===== src/nfaec_pkg.sv =====
// Shared types, constants and helpers for the epsilon-closure automaton matcher.
// Used by nfa_epsilon_closure_matcher and its bench; depends on nothing.
package nfaec_pkg;

	localparam int STATE_LIMIT     = 32;
	localparam int MAX_TRANSITIONS = 256;

	localparam int STATE_W  = 5;
	localparam int SYMBOL_W = 8;
	localparam int SET_W    = 32;
	localparam int ENTRY_W  = 2 * STATE_W + SYMBOL_W;
	localparam int TOTAL_W  = 9;
	localparam int SCNT_W   = 6;
	localparam int CFG_W    = 32;
	localparam int CFG_IDX_W = 2;
	localparam int S_TDATA_W = 24;
	localparam int M_TDATA_W = 48;

	localparam logic [SYMBOL_W-1:0] EPSILON_SYMBOL = '0;

	localparam logic [1:0] ACT_ADD     = 2'd0;
	localparam logic [1:0] ACT_BEGIN   = 2'd1;
	localparam logic [1:0] ACT_CONSUME = 2'd2;

	localparam logic [CFG_IDX_W-1:0] REG_START_MASK  = 2'd0;
	localparam logic [CFG_IDX_W-1:0] REG_ACCEPT_MASK = 2'd1;
	localparam logic [CFG_IDX_W-1:0] REG_STATE_COUNT = 2'd2;

	typedef enum logic [2:0] {
		S_IDLE = 3'b001,
		S_WALK = 3'b010,
		S_OUT  = 3'b100
	} state_t;

	// Closure of the current set, one pass for the symbol, closure of the targets
	typedef enum logic [2:0] {
		PH_CLOS1 = 3'b001,
		PH_STEP  = 3'b010,
		PH_CLOS2 = 3'b100
	} phase_t;

	// Bits of the states in use: the lowest min(state_count, STATE_LIMIT) bits
	function automatic logic [SET_W-1:0] live_mask(input logic [SCNT_W-1:0] sc);
		logic [6:0] n;
		n = (7'(sc) > 7'(STATE_LIMIT)) ? 7'(STATE_LIMIT) : 7'(sc);
		if (n >= 7'(SET_W))
			return '1;
		else
			return (SET_W'(1) << n[4:0]) - SET_W'(1);
	endfunction

endpackage


===== src/nfaec_ram.sv =====
// Generic single-port-write, single-port-read RAM with registered read data.
// Standalone; no package dependency.
module nfaec_ram #(
	parameter int WIDTH = 18,
	parameter int DEPTH = 256
) (
	input  logic                     clk,
	input  logic                     we,
	input  logic [$clog2(DEPTH)-1:0] waddr,
	input  logic [WIDTH-1:0]         wdata,
	input  logic [$clog2(DEPTH)-1:0] raddr,
	output logic [WIDTH-1:0]         rdata
);

	logic [WIDTH-1:0] mem [DEPTH];

	always_ff @(posedge clk) begin
		if (we)
			mem[waddr] <= wdata;
		rdata <= mem[raddr];
	end

endmodule


===== src/nfa_epsilon_closure_matcher.sv =====
// Epsilon-closure automaton matcher: transition list in nfaec_ram, sequencer walks it.
// Depends on nfaec_pkg and nfaec_ram.
//
// An add, an epsilon consume or an unknown action goes straight to S_OUT, which
// registers the result once the output is free. A begin runs closure passes over the
// list until a pass adds no state, up to 32 passes, then goes to S_OUT. A consume runs
// closure passes, one symbol pass and closure passes again, then goes to S_OUT.
// One item at a time; the list memory read port sets the pace. Reset clears the count,
// the active set and the masks, sets the state count to 32; the list needs no clearing.
module nfa_epsilon_closure_matcher #(
	parameter int MAX_TRANSITIONS = nfaec_pkg::MAX_TRANSITIONS
) (
	input  logic                                   clk,
	input  logic                                   arst_n,
	// config write port
	input  logic                                   cfg_we,
	input  logic [nfaec_pkg::CFG_IDX_W-1:0]        cfg_addr,
	input  logic [nfaec_pkg::CFG_W-1:0]            cfg_wdata,
	// input items
	input  logic                                   s_tvalid,
	output logic                                   s_tready,
	// [1:0] action, [9:2] symbol, [14:10] source state, [19:15] target state, [23:20] zero
	input  logic [nfaec_pkg::S_TDATA_W-1:0]        s_tdata,
	// result items
	output logic                                   m_tvalid,
	input  logic                                   m_tready,
	// [0] accepted, [32:1] active_set, [33] table_full, [42:34] transition_total,
	// [47:43] zero
	output logic [nfaec_pkg::M_TDATA_W-1:0]        m_tdata
);

	localparam int AW = $clog2(MAX_TRANSITIONS);
	localparam int CW = $clog2(MAX_TRANSITIONS + 1);
	localparam int SW = nfaec_pkg::STATE_W;
	localparam int YW = nfaec_pkg::SYMBOL_W;
	localparam int NW = nfaec_pkg::SET_W;

	nfaec_pkg::state_t state_q;
	nfaec_pkg::phase_t phase_q;

	logic [NW-1:0]                    start_q, accept_q;
	logic [nfaec_pkg::SCNT_W-1:0]     scnt_q;
	logic [CW-1:0]                    cnt_q;
	logic [CW-1:0]                    addr_q;
	logic                             rd_vld_s1;
	logic [NW-1:0]                    set_q, reach_q, cur_q;
	logic                             chg_q;
	logic                             refused_q;
	logic [YW-1:0]                    sym_q;
	logic                             m_tvalid_q;
	logic [nfaec_pkg::M_TDATA_W-1:0]  m_tdata_q;

	logic [1:0]                       in_act;
	logic [YW-1:0]                    in_sym;
	logic [SW-1:0]                    in_from, in_to;
	logic                             accept_in;
	logic                             full;
	logic                             wr_en;
	logic [nfaec_pkg::ENTRY_W-1:0]    rdata;
	logic [SW-1:0]                    e_from, e_to;
	logic [YW-1:0]                    e_sym;
	logic [NW-1:0]                    live;
	logic [NW-1:0]                    shown;
	logic                             pass_end;
	logic                             out_free;

	assign in_act  = s_tdata[1:0];
	assign in_sym  = s_tdata[9:2];
	assign in_from = s_tdata[14:10];
	assign in_to   = s_tdata[19:15];

	assign s_tready  = (state_q == nfaec_pkg::S_IDLE);
	assign accept_in = s_tvalid && s_tready;
	assign full      = (cnt_q == CW'(MAX_TRANSITIONS));
	assign wr_en     = accept_in && (in_act == nfaec_pkg::ACT_ADD) && !full;

	assign live     = nfaec_pkg::live_mask(scnt_q);
	assign shown    = cur_q & live;
	assign pass_end = (addr_q == cnt_q) && !rd_vld_s1;
	assign out_free = !m_tvalid_q || m_tready;

	assign e_from = rdata[nfaec_pkg::ENTRY_W-1 -: SW];
	assign e_sym  = rdata[SW +: YW];
	assign e_to   = rdata[SW-1:0];

	nfaec_ram #(
		.WIDTH(nfaec_pkg::ENTRY_W),
		.DEPTH(MAX_TRANSITIONS)
	) u_list (
		.clk   (clk),
		.we    (wr_en),
		.waddr (cnt_q[AW-1:0]),
		.wdata ({in_from, in_sym, in_to}),
		.raddr (addr_q[AW-1:0]),
		.rdata (rdata)
	);

	always_ff @(posedge clk or negedge arst_n) begin
		if (!arst_n) begin
			start_q  <= '0;
			accept_q <= '0;
			scnt_q   <= nfaec_pkg::SCNT_W'(32);
		end else if (cfg_we) begin
			unique case (cfg_addr)
				nfaec_pkg::REG_START_MASK:  start_q  <= cfg_wdata;
				nfaec_pkg::REG_ACCEPT_MASK: accept_q <= cfg_wdata;
				nfaec_pkg::REG_STATE_COUNT: scnt_q   <= cfg_wdata[nfaec_pkg::SCNT_W-1:0];
				default: ;
			endcase
		end
	end

	always_ff @(posedge clk or negedge arst_n) begin
		if (!arst_n) begin
			state_q    <= nfaec_pkg::S_IDLE;
			phase_q    <= nfaec_pkg::PH_CLOS1;
			cnt_q      <= '0;
			addr_q     <= '0;
			rd_vld_s1  <= 1'b0;
			cur_q      <= '0;
			chg_q      <= 1'b0;
			refused_q  <= 1'b0;
			m_tvalid_q <= 1'b0;
		end else begin
			if (state_q == nfaec_pkg::S_OUT && out_free)
				m_tvalid_q <= 1'b1;
			else if (m_tready)
				m_tvalid_q <= 1'b0;

			unique case (state_q)
				nfaec_pkg::S_IDLE: begin
					if (accept_in) begin
						refused_q <= (in_act == nfaec_pkg::ACT_ADD) && full;
						addr_q    <= '0;
						chg_q     <= 1'b0;
						priority if (in_act == nfaec_pkg::ACT_ADD) begin
							if (!full)
								cnt_q <= cnt_q + CW'(1);
							state_q <= nfaec_pkg::S_OUT;
						end else if (in_act == nfaec_pkg::ACT_BEGIN) begin
							// begin only needs the final closure
							phase_q <= nfaec_pkg::PH_CLOS2;
							state_q <= nfaec_pkg::S_WALK;
						end else if (in_act == nfaec_pkg::ACT_CONSUME &&
								in_sym != nfaec_pkg::EPSILON_SYMBOL) begin
							phase_q <= nfaec_pkg::PH_CLOS1;
							state_q <= nfaec_pkg::S_WALK;
						end else begin
							state_q <= nfaec_pkg::S_OUT;
						end
					end
				end
				nfaec_pkg::S_WALK: begin
					rd_vld_s1 <= (addr_q != cnt_q);
					if (addr_q != cnt_q)
						addr_q <= addr_q + CW'(1);
					if (rd_vld_s1 && phase_q != nfaec_pkg::PH_STEP &&
							e_sym == nfaec_pkg::EPSILON_SYMBOL &&
							set_q[e_from] && live[e_to] && !set_q[e_to])
						chg_q <= 1'b1;
					if (pass_end) begin
						addr_q <= '0;
						chg_q  <= 1'b0;
						unique case (phase_q)
							nfaec_pkg::PH_CLOS1: begin
								if (!chg_q)
									phase_q <= nfaec_pkg::PH_STEP;
							end
							nfaec_pkg::PH_STEP: begin
								phase_q <= nfaec_pkg::PH_CLOS2;
							end
							nfaec_pkg::PH_CLOS2: begin
								if (!chg_q) begin
									cur_q   <= set_q;
									state_q <= nfaec_pkg::S_OUT;
								end
							end
							default: ;
						endcase
					end
				end
				nfaec_pkg::S_OUT: begin
					if (out_free)
						state_q <= nfaec_pkg::S_IDLE;
				end
				default: state_q <= nfaec_pkg::S_IDLE;
			endcase
		end
	end

	// Working sets: seed on accept, grow while walking, swap in targets after the symbol pass
	always_ff @(posedge clk) begin
		if (accept_in) begin
			sym_q   <= in_sym;
			reach_q <= '0;
			if (in_act == nfaec_pkg::ACT_BEGIN)
				set_q <= start_q & live;
			else
				set_q <= cur_q & live;
		end else if (state_q == nfaec_pkg::S_WALK) begin
			if (pass_end) begin
				if (phase_q == nfaec_pkg::PH_STEP)
					set_q <= reach_q;
			end else if (rd_vld_s1) begin
				if (phase_q == nfaec_pkg::PH_STEP) begin
					if (e_sym == sym_q && set_q[e_from] && live[e_to])
						reach_q[e_to] <= 1'b1;
				end else if (e_sym == nfaec_pkg::EPSILON_SYMBOL && set_q[e_from] &&
						live[e_to]) begin
					set_q[e_to] <= 1'b1;
				end
			end
		end
	end

	always_ff @(posedge clk) begin
		if (state_q == nfaec_pkg::S_OUT && out_free)
			m_tdata_q <= {5'b0, nfaec_pkg::TOTAL_W'(cnt_q), refused_q, shown,
				|(shown & accept_q)};
	end

	assign m_tvalid = m_tvalid_q;
	assign m_tdata  = m_tdata_q;

endmodule


===== config.mk =====
export PLATFORM = sky130hd
export DESIGN_NAME = nfa_epsilon_closure_matcher
export DESIGN_NICKNAME = d
export VERILOG_FILES = /design/src/nfaec_pkg.sv /design/src/nfaec_ram.sv /design/src/nfa_epsilon_closure_matcher.sv
export SDC_FILE = /design/constraint.sdc
export NUM_CORES = 2
export LEC_CHECK = 0
export BUFFER_PORTS_ARGS = -buffer_cell sky130_fd_sc_hd__buf_2
export CORE_MARGIN = 5
export CORE_UTILIZATION = 45
export DETAILED_ROUTE_END_ITERATION = 8
export PLACE_DENSITY_LB_ADDON = 0.3
export SYNTH_ARGS = -nofsm -noshare
export SYNTH_HDL_FRONTEND = slang
export SYNTH_MEMORY_MAX_BITS = 65536
export SYNTH_SLANG_ARGS = --single-unit

===== constraint.sdc =====
create_clock -name clk -period 9.35 [get_ports clk]
set_clock_uncertainty 0.15 [all_clocks]
set_input_delay 0.4675 -clock clk [delete_from_list [all_inputs] [get_ports clk]]
set_output_delay 0.4675 -clock clk [all_outputs]
set_load 0.05 [all_outputs]

Word level (Yosys, flattened, before mapping):

Memory sizes are Yosys's and may differ from the RTL's. A register that Yosys moved wholly into a read port is not among the register bits.
Index checks and enable logic that the tools add are counted.

* register bits: 245
* memories: 1
* output and inout bits: 50
* bits of input ports: 63
* bits in writable memories: 4608
* logic and storage cells: 153

Memories
* u_list.mem: depth 256, width 18, read ports 1, clocked after Yosys merged registers in 1, write ports 1, line nfaec_ram.sv:15 `logic [WIDTH-1:0] mem [DEPTH];`

* bitwise gates (word level): 8
* eq/ne operators: 28
* shift operators: 1
* mux-type cells: 47
* add/subtract/negate cells: 3
* $lt $le $gt $ge: 5
* reduce and logical (&&, ||, !) cells: 44

Operator list (count)
* 2-to-1 mux 32 bit: 9
* AND 32 bit: 3
* OR 32 bit: 2
* 2-to-1 mux 3 bit: 14
* OR reduction 32 bit: 1
* left shift 1 x 5 -> 32 bit (first input constant): 1
* subtractor 32 x 2 -> 32 bit (second input constant): 1
* 2-to-1 mux 9 bit: 3
* adder 9 x 1 -> 9 bit (second input constant): 2
* case mux 9 bit (2 select lines): 1
* logical AND 1 bit: 17
* binary-select mux 1 bit (select 5 bit): 3
* AND reduction 5 bit: 3
* less-than comparator 5 x 6 -> 1 bit (second input constant): 2
* != test 3 bit (second input constant): 4
* case mux 3 bit (2 select lines): 2
* 2-to-1 mux 1 bit: 11
* == test 9 bit: 1
* == test 9 bit (second input constant): 1
* != test 9 bit: 1
* case mux 3 bit (3 select lines): 1
* == test 8 bit: 1
* logical NOT 8 bit: 1
* != test 2 bit (second input constant): 4
* other kinds (25): 47

Logic depth before layout (Yosys ltp):

* word-level depth: 14
* gate-level depth with buffers: 18
* gate-level depth less buffers: 11

Modules after synthesis:

Synthesis repeated with hierarchy kept, for this count alone.

* cells, all modules: 9423
* area total of the unflattened synthesis: 190953.1 sq um

By module, submodules not included
* nfaec_ram: area each 178222.2 sq um, seq. area each 138733.1 sq um, instances 1, cells an instance 8281
* nfa_epsilon_closure_matcher: area each 12731.0 sq um, seq. area each 6389.9 sq um, instances 1, cells an instance 1142

Least setup slack after synthesis:

OpenSTA, ideal clock, no wires.

* kind: register to register
* start: register scnt_q[5] (netlist bit)
* end: register set_q[0] (enable)
* library setup time: 0.436 ns
* path slack: 3.151 ns
* cell stages (with the launch flop): 15
* data required time: 8.764 ns
* path buffers: 7
* data arrival time: 5.613 ns
* period minus slack after synthesis: 6.199 ns
* path through: dfstp_2 > buf_2 > buf_1 > buf_1 > clkbuf_1 > clkbuf_1 > a21oi_1 > ha_1 > buf_2 > clkbuf_1 > o31ai_1 > o22ai_1 > or4_1 > or4_1 > o221ai_1

* cells in the longest elaborated chain, start to end: 10
* elaborated cells between the ends (all ways): 11
* classes of those cells: 1 x add/sub; 2 x order compare; 1 x shift; 4 x mux; 3 x reduce/logical

RTL lines
* from (decl): line nfa_epsilon_closure_matcher.sv:42 `logic [nfaec_pkg::SCNT_W-1:0] scnt_q;`
* from (signal assigned): line nfa_epsilon_closure_matcher.sv:102 `scnt_q <= nfaec_pkg::SCNT_W'(32);`
* from (signal assigned): line nfa_epsilon_closure_matcher.sv:107 `nfaec_pkg::REG_STATE_COUNT: scnt_q <= cfg_wdata[nfaec_pkg::SCNT_W-1:0];`
* greater-than comparator 6 bit: line nfaec_pkg.sv:45 `n = (7'(sc) > 7'(STATE_LIMIT)) ? 7'(STATE_LIMIT) : 7'(sc);`
* 2-to-1 mux 6 bit *: line nfaec_pkg.sv:45
* left shift 1 x 5 -> 32 bit: line nfaec_pkg.sv:49 `return (SET_W'(1) << n[4:0]) - SET_W'(1);`
* subtractor 32 x 2 -> 32 bit: line nfaec_pkg.sv:49
* 2-to-1 mux 32 bit *: line nfaec_pkg.sv:46 `if (n >= 7'(SET_W))`
* binary-select mux 1 bit (select 5 bit) *: line nfa_epsilon_closure_matcher.sv:209 `live[e_to]) begin`
* 2-to-1 mux 1 bit (implied by the code) *: line nfa_epsilon_closure_matcher.sv:209
* logical AND 1 bit *: line nfa_epsilon_closure_matcher.sv:208 `end else if (e_sym == nfaec_pkg::EPSILON_SYMBOL && set_q[e_from] &&`
* nonzero test 3 bit (no line) *
* AND reduction 5 bit (no line) *
* to (signal assigned): line nfa_epsilon_closure_matcher.sv:197 `set_q <= start_q & live;`
* to (signal assigned): line nfa_epsilon_closure_matcher.sv:199 `set_q <= cur_q & live;`
* to (signal assigned): line nfa_epsilon_closure_matcher.sv:203 `set_q <= reach_q;`
* to (decl): line nfa_epsilon_closure_matcher.sv:46 `logic [NW-1:0] set_q, reach_q, cur_q;`

Mark *: on every way between the ends. The rest lies on a longest branch, timed or not. The select of a mux whose other input is x is not followed.
A chain may end at the register's enable or synchronous reset.

Worst setup path in the final report:

* start: register scnt_q[5] (netlist bit)
* end: register set_q[14] (enable)

Same word-level chain as after synthesis.

==> flow_summary.ini <==
[power]
finalPower_mw = 51.7
switching_share_pct = 24.8
ir_drop_v = 0.000204
p_leak_nw = 64.7
comb_power_share_pct = 16.2
power_density_nw_per_um2 = 242
seqPwrFrac_pct = 47.5
clockPowerShare_pct = 36.3
p_int_mw = 38.9
p_switching_mw = 12.8

[worst_setup_path]
end_kind = flop
startpoint_type = flop
path_class = reg -> reg
critPathBufInv = 2
crit_arrival_ns = 5.98
crit_path_cell_trace = buf_4 -> or3_1 -> nor2_1 -> nand3b_1 -> ha_1 -> o221ai_1 -> o31ai_1 -> o22ai_1 -> or4_1 -> or4_1 -> o221ai_4 -> buf_4
worst_ep_required_time_ns = 9.78
cpMaxStageDelayCell = ha_1
max_stage_delay_ns = 0.90
crit_family = simple AND/OR/NAND/NOR gates
worstPathMaxFanout = 48

[clock_network]
path_clk_slew_ns = 0.06
cts_buffers = 477
numClockSinks = 4871
postCtsSetupBuffers = 0
clockBufferDepth = 4
cts_max_level = 5
cts_tree = built
cts-root-buf = clkbuf_16
clock_latency_ns = 1.01

[synthesis]
synth-edff-count = 4691
yosys.area.top_type_share_pct = 74.8
synthCells = 8168
seq_area_frac_synth_pct = 77.1
synth_area_sq_um = 188000
ys_ff_latch = 4871
synth_cell_types = 78
synthTopCellsByArea = edfxtp_1, mux4_2, dfrtp_1
yosysWarnings = 0
synthFlopType = edfxtp_1
async_flop_share_pct = 2.67
synth_top_area_cell = edfxtp_1
syn_avg_cell_area_sq_um = 23.1

[floorplan]
ios = 113
die_h_um = 657
die_area_sq_um = 431000
fp-row-count = 237
initial_core_util_pct = 45.2
die_w_um = 657
coreArea_sq_um = 417000

[global_routing]
grt_pass1_wl_um = 670000
grt_overflow = 0
first_global_vias = 89900
antenna_found_initial = 23
grt_max_degree = 192
grt_use_total_pct = 21.4

[sta]
min_period_ns = 5.56
hold_viol = 0
rsz0062_at_grt = no
timing.final.ws_setup_ns = 3.79
fin_setup_tns_ns = 0
min_period_over_period_pct = 59.4
max_freq_mhz = 180
setup_viol = 0
worst_pin_slew_ns = 1.45
slew_headroom_pct = 2.49
slew_violations = 0

[cells_and_area]
syn2layout_area_growth_pct = 13.4
fin_area_sq_um = 213000
layout.nets = 8760
drive_above_1_share_pct = 32.4
final_common_cell = edfxtp_1
n_fill_cell = 32000
final_util_pct = 51.2
layout.cells.most_common_list = edfxtp_1, mux4_2, clkbuf_16
multi_input_area_sq_um = 41800
regArea_sq_um = 145000

[detailed_routing]
drcViolationCount = 0
drt_wl_total_um = 471000
viasPerCell = 6.13
vias = 89600
drt_iter0_markers = 12300
ant_nets = 0
drt-pass1-iter-count = 6
wl_per_cell_um = 32.2

[run_status]
status = completed

[placed_design]
place_ws_ns = 3.95
dpl_cell_area_sq_um = 198000
port_buffers = 103
post-dp-hpwl_um = 265000
gp_congestion = 0.868

[worst_hold_path]
holdCritPathClass = in -> reg

[flow_run]
cap_violations = 0
cell usage after synthesis, types with 4 or more instances:
master and instances:
a21o_1 11, a31oi_1 9, xor2_1 21, buf_1 136, buf_6 4, and3_1 8, and2_1 19, nor2_1 343
mux2_2 106, edfxtp_1 4691, clkbuf_1 326, nand2_1 192, o211ai_1 31, or4_1 10, nand4_1 14, nor3_1 9
dfxtp_1 50, nand3_1 57, mux2i_1 34, or3_1 8, a2111oi_0 6, a211oi_1 4, a22o_1 72, o21ai_0 72
buf_2 15, xnor2_1 13, dfrtp_1 127, o22ai_1 7, nor3b_1 6, o31ai_1 23, nand3b_1 15, nor4_1 11
nand2b_1 10, a21oi_1 19, mux4_2 1455, or2_2 7, inv_1 9, nor2b_1 30, a22oi_1 90, buf_4 5
ha_1 6, o31ai_2 26
power by group through the flow:
stage / combinational [mW] / sequential [mW] / clock (mW)
6_report: 8.40 / 24.6 / 18.8
5_1_grt: 8.98 / 24.6 / 20.0
4_1_cts: 8.55 / 24.5 / 19.0
3_5_place_dp: 8.50 / 25.0 / 0
3_3_place_gp: 8.41 / 25.0 / 0
2_1_floorplan: 6.01 / 24.9 / 0
flip-flops by register name, summed over array words and instances, names as in the netlist, 3 cells and up:
| register | cells |
|---|---|
| sym_q | 8 |
| scnt_q | 6 |
| reach_q | 32 |
| cur_q | 32 |
| u_list.mem | 4608 |
| start_q | 32 |
| m_tdata | 43 |
| state_q | 3 |
| phase_q | 3 |
| cnt_q | 9 |
| accept_q | 32 |
| addr_q | 9 |
| u_list.rdata | 18 |
| set_q | 32 |
timing repair:
| item | CTS | global route |
|---|---|---|
| hold endpoints to repair | 1077 | 0 |
| gates resized for setup | 0 | 0 |
| hold buffers | 60 | 0 |
worst register-to-register path, stage by stage (launching register included):
cell	delay, ns
dfstp_2	0.52
buf_4	0.41
or3_1	0.29
nor2_1	0.12
nand3b_1	0.12
ha_1	0.90
o221ai_1	0.31
o31ai_1	0.26
o22ai_1	0.19
or4_1	0.60
or4_1	0.61
o221ai_4	0.18
buf_4	0.44
layout make-up:
type	instances	share of cell area, %
diodes	11	0.0129
clock buffers	589	5.86
clock inverters	298	1.30
inverters	10	0.0176
multi-input cells	2805	19.6
flip-flops and latches	4871	68.0
well taps	5497	3.22
repair buffers	526	2.03
per-layer routing:
layer  track usage (%)  vias to the layer above  wire [um]
met5            0.0997                        -        113
met4              5.81                       12      13500
met3              4.36                      754      45200
met2              33.4                     4563     223000
li1                  -                    35900          -
met1              31.2                    48400     189000
logic make-up (layout without fill, tap and decap cells):
| family | Yosys count | count (layout) | share of synthesized area [%] |
|---|---|---|---|
| adder cells (fa/ha/maj) | 6 | 6 | 0.0399 |
| buffers and inverters | 496 | 1423 | 1.02 |
| AO/OA/AOI/OAI | 408 | 408 | 1.66 |
| multiplexers | 1595 | 1595 | 18.2 |
| XOR/XNOR | 34 | 34 | 0.158 |
| AND/OR/NAND/NOR | 757 | 757 | 1.81 |
| other | 1 | 16 | 0.00199 |
| flip-flops | 4871 | 4871 | 77.1 |
path summary, 6_finish.rpt:
kind                              from                   to  slack [ns]  cells after the start
min in group asynchronous       arst_n            scnt_q[5]        0.46                      3
max in group asynchronous       arst_n             cur_q[6]        7.71                      4
hold / removal             s_tdata[14]  u_list.mem[205][17]        0.02                      1
setup / recovery             scnt_q[5]            set_q[14]        3.79                     12
hold reg to reg            reach_q[31]          reach_q[31]        0.30                      2
setup reg to reg             scnt_q[5]            set_q[14]        3.79                     12
through the flow:
step                      hold slack [ns]  cells
final                              0.0249  14600
after global routing               0.0419  14600
after CTS                         0.00711  14600
after detailed placement            0.291  13600
after global placement              0.288  13600
after floorplan                    0.0219   8172
No activity file was read; power rests on OpenSTA's default activity.
